$ cat src/rtl/bta_pkg.sv
`timescale 1ns / 1ps
`default_nettype none
// ----------------------------------------------------------------------------
// Bakery ticket arbiter package
// Shared sizes, operation codes and the structs that link the arbiter parts.
// ----------------------------------------------------------------------------
package bta_pkg;

   localparam int REQUESTERS  = 8;
   localparam int TICKET_BITS = 16;
   localparam int IDX_W       = (REQUESTERS > 1) ? $clog2(REQUESTERS) : 1;
   localparam int KIND_W      = 2;
   localparam int WHO_W       = 3;
   localparam int HELD_W      = 16;

   typedef enum logic [KIND_W-1:0] {
      KIND_TAKE    = 2'd0,
      KIND_POLL    = 2'd1,
      KIND_RELEASE = 2'd2,
      KIND_SPARE   = 2'd3
   } kind_type;

   typedef logic [TICKET_BITS-1:0] ticket_type;
   typedef logic [IDX_W-1:0]       idx_type;

   typedef struct packed {
      logic    en;
      idx_type addr;
   } store_rd_type;

   typedef struct packed {
      logic       en;
      idx_type    addr;
      ticket_type data;
   } store_wr_type;

   typedef struct packed {
      logic lt;
      logic eq;
      logic zero;
   } cmp_res_type;

endpackage
`default_nettype wire

$ cat src/rtl/bta_store.sv
`timescale 1ns / 1ps
`default_nettype none
// ----------------------------------------------------------------------------
// Bakery ticket store
// One ticket per requester with a registered read port and one write port.
// Entries read as zero until written after reset.
// ----------------------------------------------------------------------------
module bta_store
   import bta_pkg::*;
(
   input  wire logic         clock,
   input  wire logic         reset,
   input  wire store_rd_type rd,
   input  wire store_wr_type wr,
   output ticket_type        rd_data
);

   ticket_type                  mem [REQUESTERS];
   logic       [REQUESTERS-1:0] vld_ff;
   ticket_type                  rd_data_ff;

   always_ff @(posedge clock) begin
      if (reset) begin
         vld_ff <= '0;
      end else if (wr.en) begin
         vld_ff[wr.addr] <= 1'b1;
      end
   end

   always_ff @(posedge clock) begin
      if (wr.en) begin
         mem[wr.addr] <= wr.data;
      end
      if (rd.en) begin
         rd_data_ff <= vld_ff[rd.addr] ? mem[rd.addr] : '0;
      end
   end

   assign rd_data = rd_data_ff;

endmodule
`default_nettype wire

$ cat src/rtl/bta_cmp.sv
`timescale 1ns / 1ps
`default_nettype none
// ----------------------------------------------------------------------------
// Bakery ticket comparator
// The shared ticket compare unit used at every step of the store walk.
// ----------------------------------------------------------------------------
module bta_cmp
   import bta_pkg::*;
(
   input  wire ticket_type  a,
   input  wire ticket_type  b,
   output cmp_res_type      res
);

   always_comb begin
      res.lt   = (a < b);
      res.eq   = (a == b);
      res.zero = (a == '0);
   end

endmodule
`default_nettype wire

$ cat src/rtl/bakery_ticket_arbiter_unit.sv
`timescale 1ns / 1ps
`default_nettype none
// ----------------------------------------------------------------------------
// Bakery ticket arbiter
// Keeps one ticket per requester and answers take, poll and release items.
//
// The req_ channel carries one operation per item: the kind in req_tuser and
// the requester number in req_tdata. The rsp_ channel returns one item per
// request with the requester's ticket, the grant flag and the overflow flag.
// The block works on one item at a time. After an item is taken it reads the
// requester's own ticket and then walks all REQUESTERS ticket entries through
// one comparator, one entry per cycle, and for a take or a release writes the
// requester's ticket back. A take refused on overflow walks the entries a
// second time. A requester number outside the table answers zeros in the next
// cycle. req_tready is high only while the block is idle. The result is held
// in an output register until rsp_tready takes it; while the receiver stalls
// no new item is accepted. Reset clears all tickets to zero at once and leaves
// the block idle with no result pending.
// ----------------------------------------------------------------------------
module bakery_ticket_arbiter_unit
   import bta_pkg::*;
(
   input  wire logic        clock,
   input  wire logic        reset,
   input  wire logic        req_tvalid,
   output logic             req_tready,
   input  wire logic [7:0]  req_tdata,   // [2:0] requester
   input  wire logic [1:0]  req_tuser,   // [1:0] kind
   output logic             rsp_tvalid,
   input  wire logic        rsp_tready,
   output logic [23:0]      rsp_tdata    // [15:0] ticket_held, [16] granted,
                                         // [17] overflow
);

   typedef enum logic [1:0] {
      S_IDLE,
      S_SCAN,
      S_DECIDE,
      S_RESULT
   } state_type;

   state_type             state_ff,     state_in;
   kind_type              kind_ff,      kind_in;
   logic [WHO_W-1:0]      who_ff,       who_in;
   idx_type               idx_ff,       idx_in;
   logic                  issue_ff,     issue_in;
   logic                  eval_vld_ff,  eval_vld_in;
   idx_type               eval_idx_ff,  eval_idx_in;
   logic                  mine_pend_ff, mine_pend_in;
   logic                  take_pass_ff, take_pass_in;
   ticket_type            mine_ff,      mine_in;
   ticket_type            max_ff,       max_in;
   logic                  others_ff,    others_in;
   logic                  beaten_ff,    beaten_in;
   logic                  ovf_ff,       ovf_in;
   logic [HELD_W-1:0]     held_ff,      held_in;
   logic                  grant_ff,     grant_in;
   logic                  rsp_ovf_ff,   rsp_ovf_in;
   logic                  rsp_vld_ff,   rsp_vld_in;

   store_rd_type          rd;
   store_wr_type          wr;
   ticket_type            rd_data;
   ticket_type            cmp_b;
   cmp_res_type           cmp;
   ticket_type            next_ticket;
   logic [WHO_W-1:0]      req_who;
   logic                  req_in_range;
   logic                  is_other;
   logic                  is_lower;

   localparam idx_type LAST_IDX = IDX_W'(REQUESTERS - 1);

   bta_store u_store (
      .clock   (clock),
      .reset   (reset),
      .rd      (rd),
      .wr      (wr),
      .rd_data (rd_data)
   );

   assign cmp_b = take_pass_ff ? max_ff : mine_ff;

   bta_cmp u_cmp (
      .a   (rd_data),
      .b   (cmp_b),
      .res (cmp)
   );

   assign req_who      = req_tdata[WHO_W-1:0];
   assign req_in_range = (32'(req_who) < REQUESTERS);
   assign is_other     = (32'(eval_idx_ff) != 32'(who_ff));
   assign is_lower     = (32'(eval_idx_ff) < 32'(who_ff));
   assign next_ticket  = max_ff + TICKET_BITS'(1);

   always_comb begin
      state_in     = state_ff;
      kind_in      = kind_ff;
      who_in       = who_ff;
      idx_in       = idx_ff;
      issue_in     = issue_ff;
      eval_vld_in  = 1'b0;
      eval_idx_in  = eval_idx_ff;
      mine_pend_in = mine_pend_ff;
      take_pass_in = take_pass_ff;
      mine_in      = mine_ff;
      max_in       = max_ff;
      others_in    = others_ff;
      beaten_in    = beaten_ff;
      ovf_in       = ovf_ff;
      held_in      = held_ff;
      grant_in     = grant_ff;
      rsp_ovf_in   = rsp_ovf_ff;
      rsp_vld_in   = rsp_vld_ff;
      rd.en        = 1'b0;
      rd.addr      = idx_ff;
      wr.en        = 1'b0;
      wr.addr      = IDX_W'(who_ff);
      wr.data      = '0;

      case (state_ff)
         S_IDLE: begin
            if (req_tvalid) begin
               kind_in = kind_type'(req_tuser);
               who_in  = req_who;
               if (req_in_range) begin
                  rd.en        = 1'b1;
                  rd.addr      = IDX_W'(req_who);
                  mine_pend_in = 1'b1;
                  issue_in     = 1'b1;
                  idx_in       = '0;
                  take_pass_in = (kind_type'(req_tuser) == KIND_TAKE);
                  max_in       = '0;
                  others_in    = 1'b0;
                  beaten_in    = 1'b0;
                  ovf_in       = 1'b0;
                  state_in     = S_SCAN;
               end else begin
                  held_in    = '0;
                  grant_in   = 1'b0;
                  rsp_ovf_in = 1'b0;
                  rsp_vld_in = 1'b1;
                  state_in   = S_RESULT;
               end
            end
         end
         S_SCAN: begin
            eval_vld_in = issue_ff;
            eval_idx_in = idx_ff;
            if (issue_ff) begin
               rd.en   = 1'b1;
               rd.addr = idx_ff;
               if (idx_ff == LAST_IDX) begin
                  issue_in = 1'b0;
               end else begin
                  idx_in = idx_ff + IDX_W'(1);
               end
            end
            if (mine_pend_ff) begin
               mine_in      = rd_data;
               mine_pend_in = 1'b0;
            end else if (eval_vld_ff) begin
               if (take_pass_ff) begin
                  if (!cmp.lt && !cmp.eq) begin
                     max_in = rd_data;
                  end
                  if (is_other && !cmp.zero) begin
                     others_in = 1'b1;
                  end
               end else if (is_other && !cmp.zero && (cmp.lt || (cmp.eq && is_lower))) begin
                  beaten_in = 1'b1;
               end
            end
            if (!issue_ff && !eval_vld_ff && !mine_pend_ff) begin
               state_in = S_DECIDE;
            end
         end
         S_DECIDE: begin
            if (take_pass_ff) begin
               if (max_ff == '1) begin
                  ovf_in       = 1'b1;
                  take_pass_in = 1'b0;
                  issue_in     = 1'b1;
                  idx_in       = '0;
                  beaten_in    = 1'b0;
                  state_in     = S_SCAN;
               end else begin
                  wr.en      = 1'b1;
                  wr.data    = next_ticket;
                  held_in    = HELD_W'(next_ticket);
                  grant_in   = !others_ff;
                  rsp_ovf_in = 1'b0;
                  rsp_vld_in = 1'b1;
                  state_in   = S_RESULT;
               end
            end else if (kind_ff == KIND_RELEASE) begin
               wr.en      = 1'b1;
               wr.data    = '0;
               held_in    = '0;
               grant_in   = 1'b0;
               rsp_ovf_in = 1'b0;
               rsp_vld_in = 1'b1;
               state_in   = S_RESULT;
            end else begin
               held_in    = HELD_W'(mine_ff);
               grant_in   = (mine_ff != '0) && !beaten_ff;
               rsp_ovf_in = ovf_ff;
               rsp_vld_in = 1'b1;
               state_in   = S_RESULT;
            end
         end
         S_RESULT: begin
            if (rsp_tready) begin
               rsp_vld_in = 1'b0;
               state_in   = S_IDLE;
            end
         end
         default: begin
            state_in   = S_IDLE;
            rsp_vld_in = 1'b0;
         end
      endcase
   end

   always_ff @(posedge clock) begin
      if (reset) begin
         state_ff     <= S_IDLE;
         issue_ff     <= 1'b0;
         eval_vld_ff  <= 1'b0;
         mine_pend_ff <= 1'b0;
         rsp_vld_ff   <= 1'b0;
      end else begin
         state_ff     <= state_in;
         issue_ff     <= issue_in;
         eval_vld_ff  <= eval_vld_in;
         mine_pend_ff <= mine_pend_in;
         rsp_vld_ff   <= rsp_vld_in;
      end
      kind_ff      <= kind_in;
      who_ff       <= who_in;
      idx_ff       <= idx_in;
      eval_idx_ff  <= eval_idx_in;
      take_pass_ff <= take_pass_in;
      mine_ff      <= mine_in;
      max_ff       <= max_in;
      others_ff    <= others_in;
      beaten_ff    <= beaten_in;
      ovf_ff       <= ovf_in;
      held_ff      <= held_in;
      grant_ff     <= grant_in;
      rsp_ovf_ff   <= rsp_ovf_in;
   end

   assign req_tready = (state_ff == S_IDLE);
   assign rsp_tvalid = rsp_vld_ff;
   assign rsp_tdata  = {6'b0, rsp_ovf_ff, grant_ff, held_ff};

   // A result is never offered while a new item can be taken.
   a_one_item : assert property (@(posedge clock) disable iff (reset)
      !(req_tready && rsp_tvalid))
      else $error("result pending while idle");

   // The store is written only when an item is being finished.
   a_write_decide : assert property (@(posedge clock) disable iff (reset)
      wr.en |-> (state_ff == S_DECIDE))
      else $error("store write outside decide");

   // A granted requester always holds a ticket.
   a_grant_ticket : assert property (@(posedge clock) disable iff (reset)
      (rsp_tvalid && grant_ff) |-> (held_ff != '0))
      else $error("grant without ticket");

   // Overflow is reported only for a take.
   a_ovf_take : assert property (@(posedge clock) disable iff (reset)
      (rsp_tvalid && rsp_ovf_ff) |-> (kind_ff == KIND_TAKE))
      else $error("overflow on non-take item");

   // A refused take leaves the store untouched.
   a_ovf_no_write : assert property (@(posedge clock) disable iff (reset)
      (wr.en && ovf_ff) |-> 1'b0)
      else $error("write after overflow");

endmodule
`default_nettype wire
$ cat config.mk
export PLATFORM = sky130hd
export DESIGN_NAME = bakery_ticket_arbiter_unit
export DESIGN_NICKNAME = d
export VERILOG_FILES = /design/src/rtl/bta_pkg.sv /design/src/rtl/bta_store.sv /design/src/rtl/bta_cmp.sv /design/src/rtl/bakery_ticket_arbiter_unit.sv
export SDC_FILE = /design/constraint.sdc
export NUM_CORES = 1
export LEC_CHECK = 0
export ABC_AREA = 1
export BUFFER_PORTS_ARGS = -buffer_cell sky130_fd_sc_hd__buf_2
export CAP_MARGIN = 25
export CORE_MARGIN = 2
export CORE_UTILIZATION = 37
export CTS_CLUSTER_DIAMETER = 50
export DETAILED_ROUTE_END_ITERATION = 12
export PLACE_DENSITY = 0.62
export SLEW_MARGIN = 40
export SYNTH_ARGS = -nofsm -noshare
export SYNTH_HDL_FRONTEND = slang
export SYNTH_HIERARCHICAL = 1
export SYNTH_SLANG_ARGS = --single-unit
$ cat constraint.sdc
create_clock -name clock -period 2.9 [get_ports clock]
set_input_delay 0.145 -clock clock [delete_from_list [all_inputs] [get_ports clock]]
set_output_delay 0.145 -clock clock [all_outputs]
set_load 0.02 [all_outputs]
---- Word-level counts from Yosys, hierarchy flattened ----
Memories as Yosys holds them, arrays and structs flattened. A register that Yosys moved wholly into a read port is not among the register bits.
Index checks and enable logic that the tools add are counted.
cells by class
  add/sub/neg operators ................... 2
  multiply operators ...................... 0
  divide/modulo/power cells ............... 0
  order comparisons ....................... 5
  equal/unequal tests ..................... 24
  shift operators ......................... 0
  multiplexer cells ....................... 72
  bitwise logic cells ..................... 2
  reduce and logical (&&, ||, !) cells .... 40
operators with widths
  operator               number
  $mux 16                12
  $mux 1                 35
  $pmux 16 s2            1
  $ne 2x2->1 const B     15
  $reduce_and 6->1       3
  $add 16x1->16 const B  1
  $eq 16x16->1           1
  $eq 16x16->1 const B   1
  $logic_not 16->1       1
  $lt 16x16->1           1
  $reduce_bool 16->1     1
  $mux 3                 5
  $mux 2                 5
  $pmux 1 s2             5
  $reduce_and 2->1       5
  $logic_not 1->1        9
  $pmux 3 s3             1
  $logic_and 1x1->1      8
  $lt 3x4->1 const B     2
  $mux 4                 2
  $or 8x8->8             1
  $pmux 2 s4             1
  $pmux 4 s2             1
  $reduce_and 4->1       2
  19 further kinds       26
storage, ports and cells
  bits in registers ....................... 79
  latch bits .............................. 0
  RAM bits ................................ 128
  memory bits (read-only) ................. 0
  input port bits ......................... 14
  output and inout bits ................... 26
  memories kept ........................... 1
memories
  memory       depth  bits a word  rd ports  clocked after Yosys merged registers in  wr ports  line             source
  u_store.mem  8      16           1         1                                        1         bta_store.sv:18  ticket_type mem [REQUESTERS];

---- Longest topological paths before layout ----
  depth after elaboration ................. 10
  gate-level depth with buffers ........... 17
  mapped depth without buffers ............ 16

---- By module ----
Netlist, hierarchy kept.
modules (own cells, without submodules)
  module                      instances  cells each  area an instance (µm²)  sequential area each (µm²)
  bta_store                   1          673         6,622.6                 4,484.3
  bakery_ticket_arbiter_unit  1          390         3,557.2                 2,072.0
  bta_cmp                     1          77          465.4                   0.0

---- Least setup slack after synthesis ----
No wires, ideal clock.
  path type ............................... register -> register
  start point ............................. reg take_pass_ff
  end point ............................... reg max_ff[0] (enable)
  setup time .............................. 0.388 ns
  arrival time ............................ 2.501 ns
  slack ................................... 0.011 ns
  cell stages (with the launch flop) ...... 15
  path buffers ............................ 1
  cell sequence ........................... edfxtp_1 > clkinv_1 > clkbuf_1 > nand2_1 > o21ai_0 > inv_1 > ha_1 > nand2_1 > nor2_1 > nand2_1 > nand2_1 > a21oi_2 > inv_1 > a21oi_1 > nor2_1
RTL lines
  what                    line                               source
  from (decl)             bakery_ticket_arbiter_unit.sv:50   logic take_pass_ff, take_pass_in;
  from (signal assigned)  bakery_ticket_arbiter_unit.sv:243  take_pass_ff <= take_pass_in;
  to (signal assigned)    bakery_ticket_arbiter_unit.sv:245  max_ff <= max_in;
  to (decl)               bakery_ticket_arbiter_unit.sv:52   ticket_type max_ff, max_in;

==> out/qor.yml <==
sta:
  period_needed_ns: 2.57
  fin_ws_ns: 0.333
  finalSetupTns_ns: 0
  drv_slew: 0
  hold_viol_final: 0
  finalSetupViolCount: 0
  finalCritPeriodShare_pct: 88.5
  fmax_mhz: 390
  rsz0062_at_grt: "false"
  slew_headroom_pct: 47.1
  tightest_slew_ns: 0.790
  fin_skew_ns: 0.0134
final_layout:
  multiInputGateArea_mm2: 0.00290
  final_nets: 1232
  design_area_mm2: 0.0124
  final_cell_mix: "337 x nand2_1, 243 x inv_1, 209 x edfxtp_1"
  seq_area_mm2: 0.00656
  drive_above_1_share_pct: 10.1
  final_common_cell: "nand2_1"
  area_delta_synth_final_pct: 16.7
  antennaDiodeCount: 0
  fillers: 2693
global_routing:
  top_usage_layer: "met2"
  grt_pass1_wl_um: 37000
  use_met1_pct: 20.1
  first_global_vias: 7037
  antenna_found_initial: 0
  met2_usage_pct: 26.8
  grt_max_degree: 69
  grt_usage_pct: 15.5
  grt-ovfl-total: 0
  gr-usage-met3_pct: 2.37
critical_path:
  path_cells: "clkinv_1 > buf_12 > nand2_1 > o21ai_0 > inv_1 > ha_1 > nand2_1 > nor2_2 > nand4_1 > nor2_1 > inv_1 > nor2_1 > nand3_1 > a21oi_1 > a31oi_1 > nor2_1"
  crit_path_frequent_cell: "nor2_1"
  crit_fanout: 36
  max_stage_delay_ns: 0.39
  cp-end-kind: "flip-flop"
  cpMaxStageDelayCell: "edfxtp_1"
  critPathLaunchType: "flip-flop"
  cp.arrival_ns: 2.80
  crit_type: "flip-flop to flip-flop"
  crit_required_ns: 3.13
power_and_ir_drop:
  peakVddDrop_mv: 0.433
  p_leak_nw: 5.65
  power_density_mw_per_mm2: 940
clock_tree:
  numClockSinks: 223
  cts_tree: "done"
  cts-root-buf: "clkbuf_16"
  clk_path_buf_depth: 3
  cts_made_buffers: 28
  clk_pin_slew_worst_paths_ns: 0.05
  htree_levels: 1
  postCtsSetupBuffers: 0
  clock_latency_ns: 0.53
placed_design:
  dp.final_hpwl_um: 15200
  io_buffers: 28
  placed_cell_area_mm2: 0.0113
  place_congestion: 0.844
  place_worst_setup_slack_ns: 0.269
floorplanning:
  die_area_mm2: 0.0301
  initial_utilization_pct: 37.3
  rows: 62
  chipHeight_um: 174
  ios: 40
  die_w_um: 174
  core_area_mm2: 0.0285
route:
  ant_nets: 0
  dr.pass1.iters: 5
  totalWireLength_um: 22900
  via_count: 7299
  drc_errors: 0
  drt-initial-drc-count: 626
  vias_per_cell: 4.56
  drt-wirelength-per-cell_um: 14.3
synth:
  syn_area_mm2: 0.0106
  ys_warn_count: 6
  synth_async_sr_flop_share_pct: 0
  synth-seq-cells: 223
  syn_avg_cell_area_um2: 9.34
  synth-main-ff-cell: "edfxtp_1"
  synth_edf_count: 209
  synth_top_cell_area_share_pct: 59.0
  ys_seq_area_share_pct: 61.6
  synth.distinct_cells: 38
  synth_top_area_cell: "edfxtp_1"
  synth_cells: 1140
  synth.area.top_cells: "edfxtp_1 59%, nand2_1 12%, inv_1 8.6%, nand3_1 4.2%, nor2_1 2.6%"
outcome:
  status: "completed"
run:
  cap_violations: 0
hold_path:
  hp-class: "input pin to flip-flop"
==> flip-flops by register name, summed over array words and instances (netlist names), 3 cells and up <==
register,cells
u_store/mem,128
max_ff,16
u_store/vld_ff,8
u_store/rd_data,16
mine_ff,16
held_ff,16
eval_idx_ff,3
who_ff,3
idx_ff,3
==> Yosys cell counts, types with 10 or more instances <==
library cell	count
a21oi_1	19
buf_4	15
clkbuf_1	10
dfxtp_1	14
edfxtp_1	209
ha_1	22
inv_1	243
nand2_1	338
nand3_1	89
nor2_1	75
o21ai_0	32
==> cell families (layout without fill, tap and decap cells) <==
family                   count (synthesis)  in the layout  synth area share (%)
XOR/XNOR                                 1              1                0.0823
AO/OA/AOI/OAI                           67             67                  3.51
other                                    1              6                0.0352
flip-flops                             223            223                  61.6
AND/OR/NAND/NOR                        533            533                  20.7
adder cells (fa/ha/maj)                 22             22                  2.59
buffers and inverters                  293            366                  11.4
==> stage by stage <==
stage               util, %  power, mW  hold slack (ns)  std cells
floorplan                 -       7.04            0.214       1145
global placement       39.7       8.00            0.339       1541
detailed placement     39.7       8.05            0.342       1541
CTS                    43.5       11.8            0.325       1602
global route           43.5       12.4            0.350       1602
finish                 43.5       11.7            0.348       1602
==> path summary, 6_finish.rpt <==
kind	start	end	slack [ns]	depth (start not counted)
max	take_pass_ff	beaten_ff	0.33	16
min	req_tuser[1]	kind_ff[1]	0.35	2
max reg2reg	take_pass_ff	beaten_ff	0.33	16
min reg2reg	u_store/vld_ff[5]	u_store/vld_ff[5]	0.46	2
==> area by class of cell <==
type                    count  area share, %
repair buffers             63           4.43
multi-input cells         629           23.3
inverters                 251           7.58
flip-flops and latches    223           52.8
well taps                 384           3.87
clock inverters            11           1.50
clock buffers              41           6.52
==> power breakdown <==
group	total, mW	leakage (nW)	internal, mW	switching [mW]
Combinational	3.60	3.06	1.14	2.45
Sequential	4.43	2.12	4.14	0.281
Clock	3.66	0.476	2.37	1.29
Total	11.7	5.65	7.66	4.03
==> critical path: cells and delay by family (launching register included) <==
kind	cells	cell delay (ns)
adders and majority gates	1	0.29
AOI/OAI and AO/OA	3	0.31
DFF	1	0.39
buffers and inverters	4	0.40
and+or+nand+nor	8	0.89
==> layer usage <==
layer  routed length [µm]  vias up
li1                     -     3698
met1                10500     3393
met5                    0        -
met3                  982       42
met2                10800      166
met4                  585        0
==> repair_timing <==
| item | in CTS | in global routing |
|---|---|---|
| hold endpoints to repair | 19 | 0 |
| setup endpoints to repair | 0 | 1 |
| resized for setup | 0 | 1 |
| hold buffers | 9 | 0 |
Power figures use the tool's default switching activity.
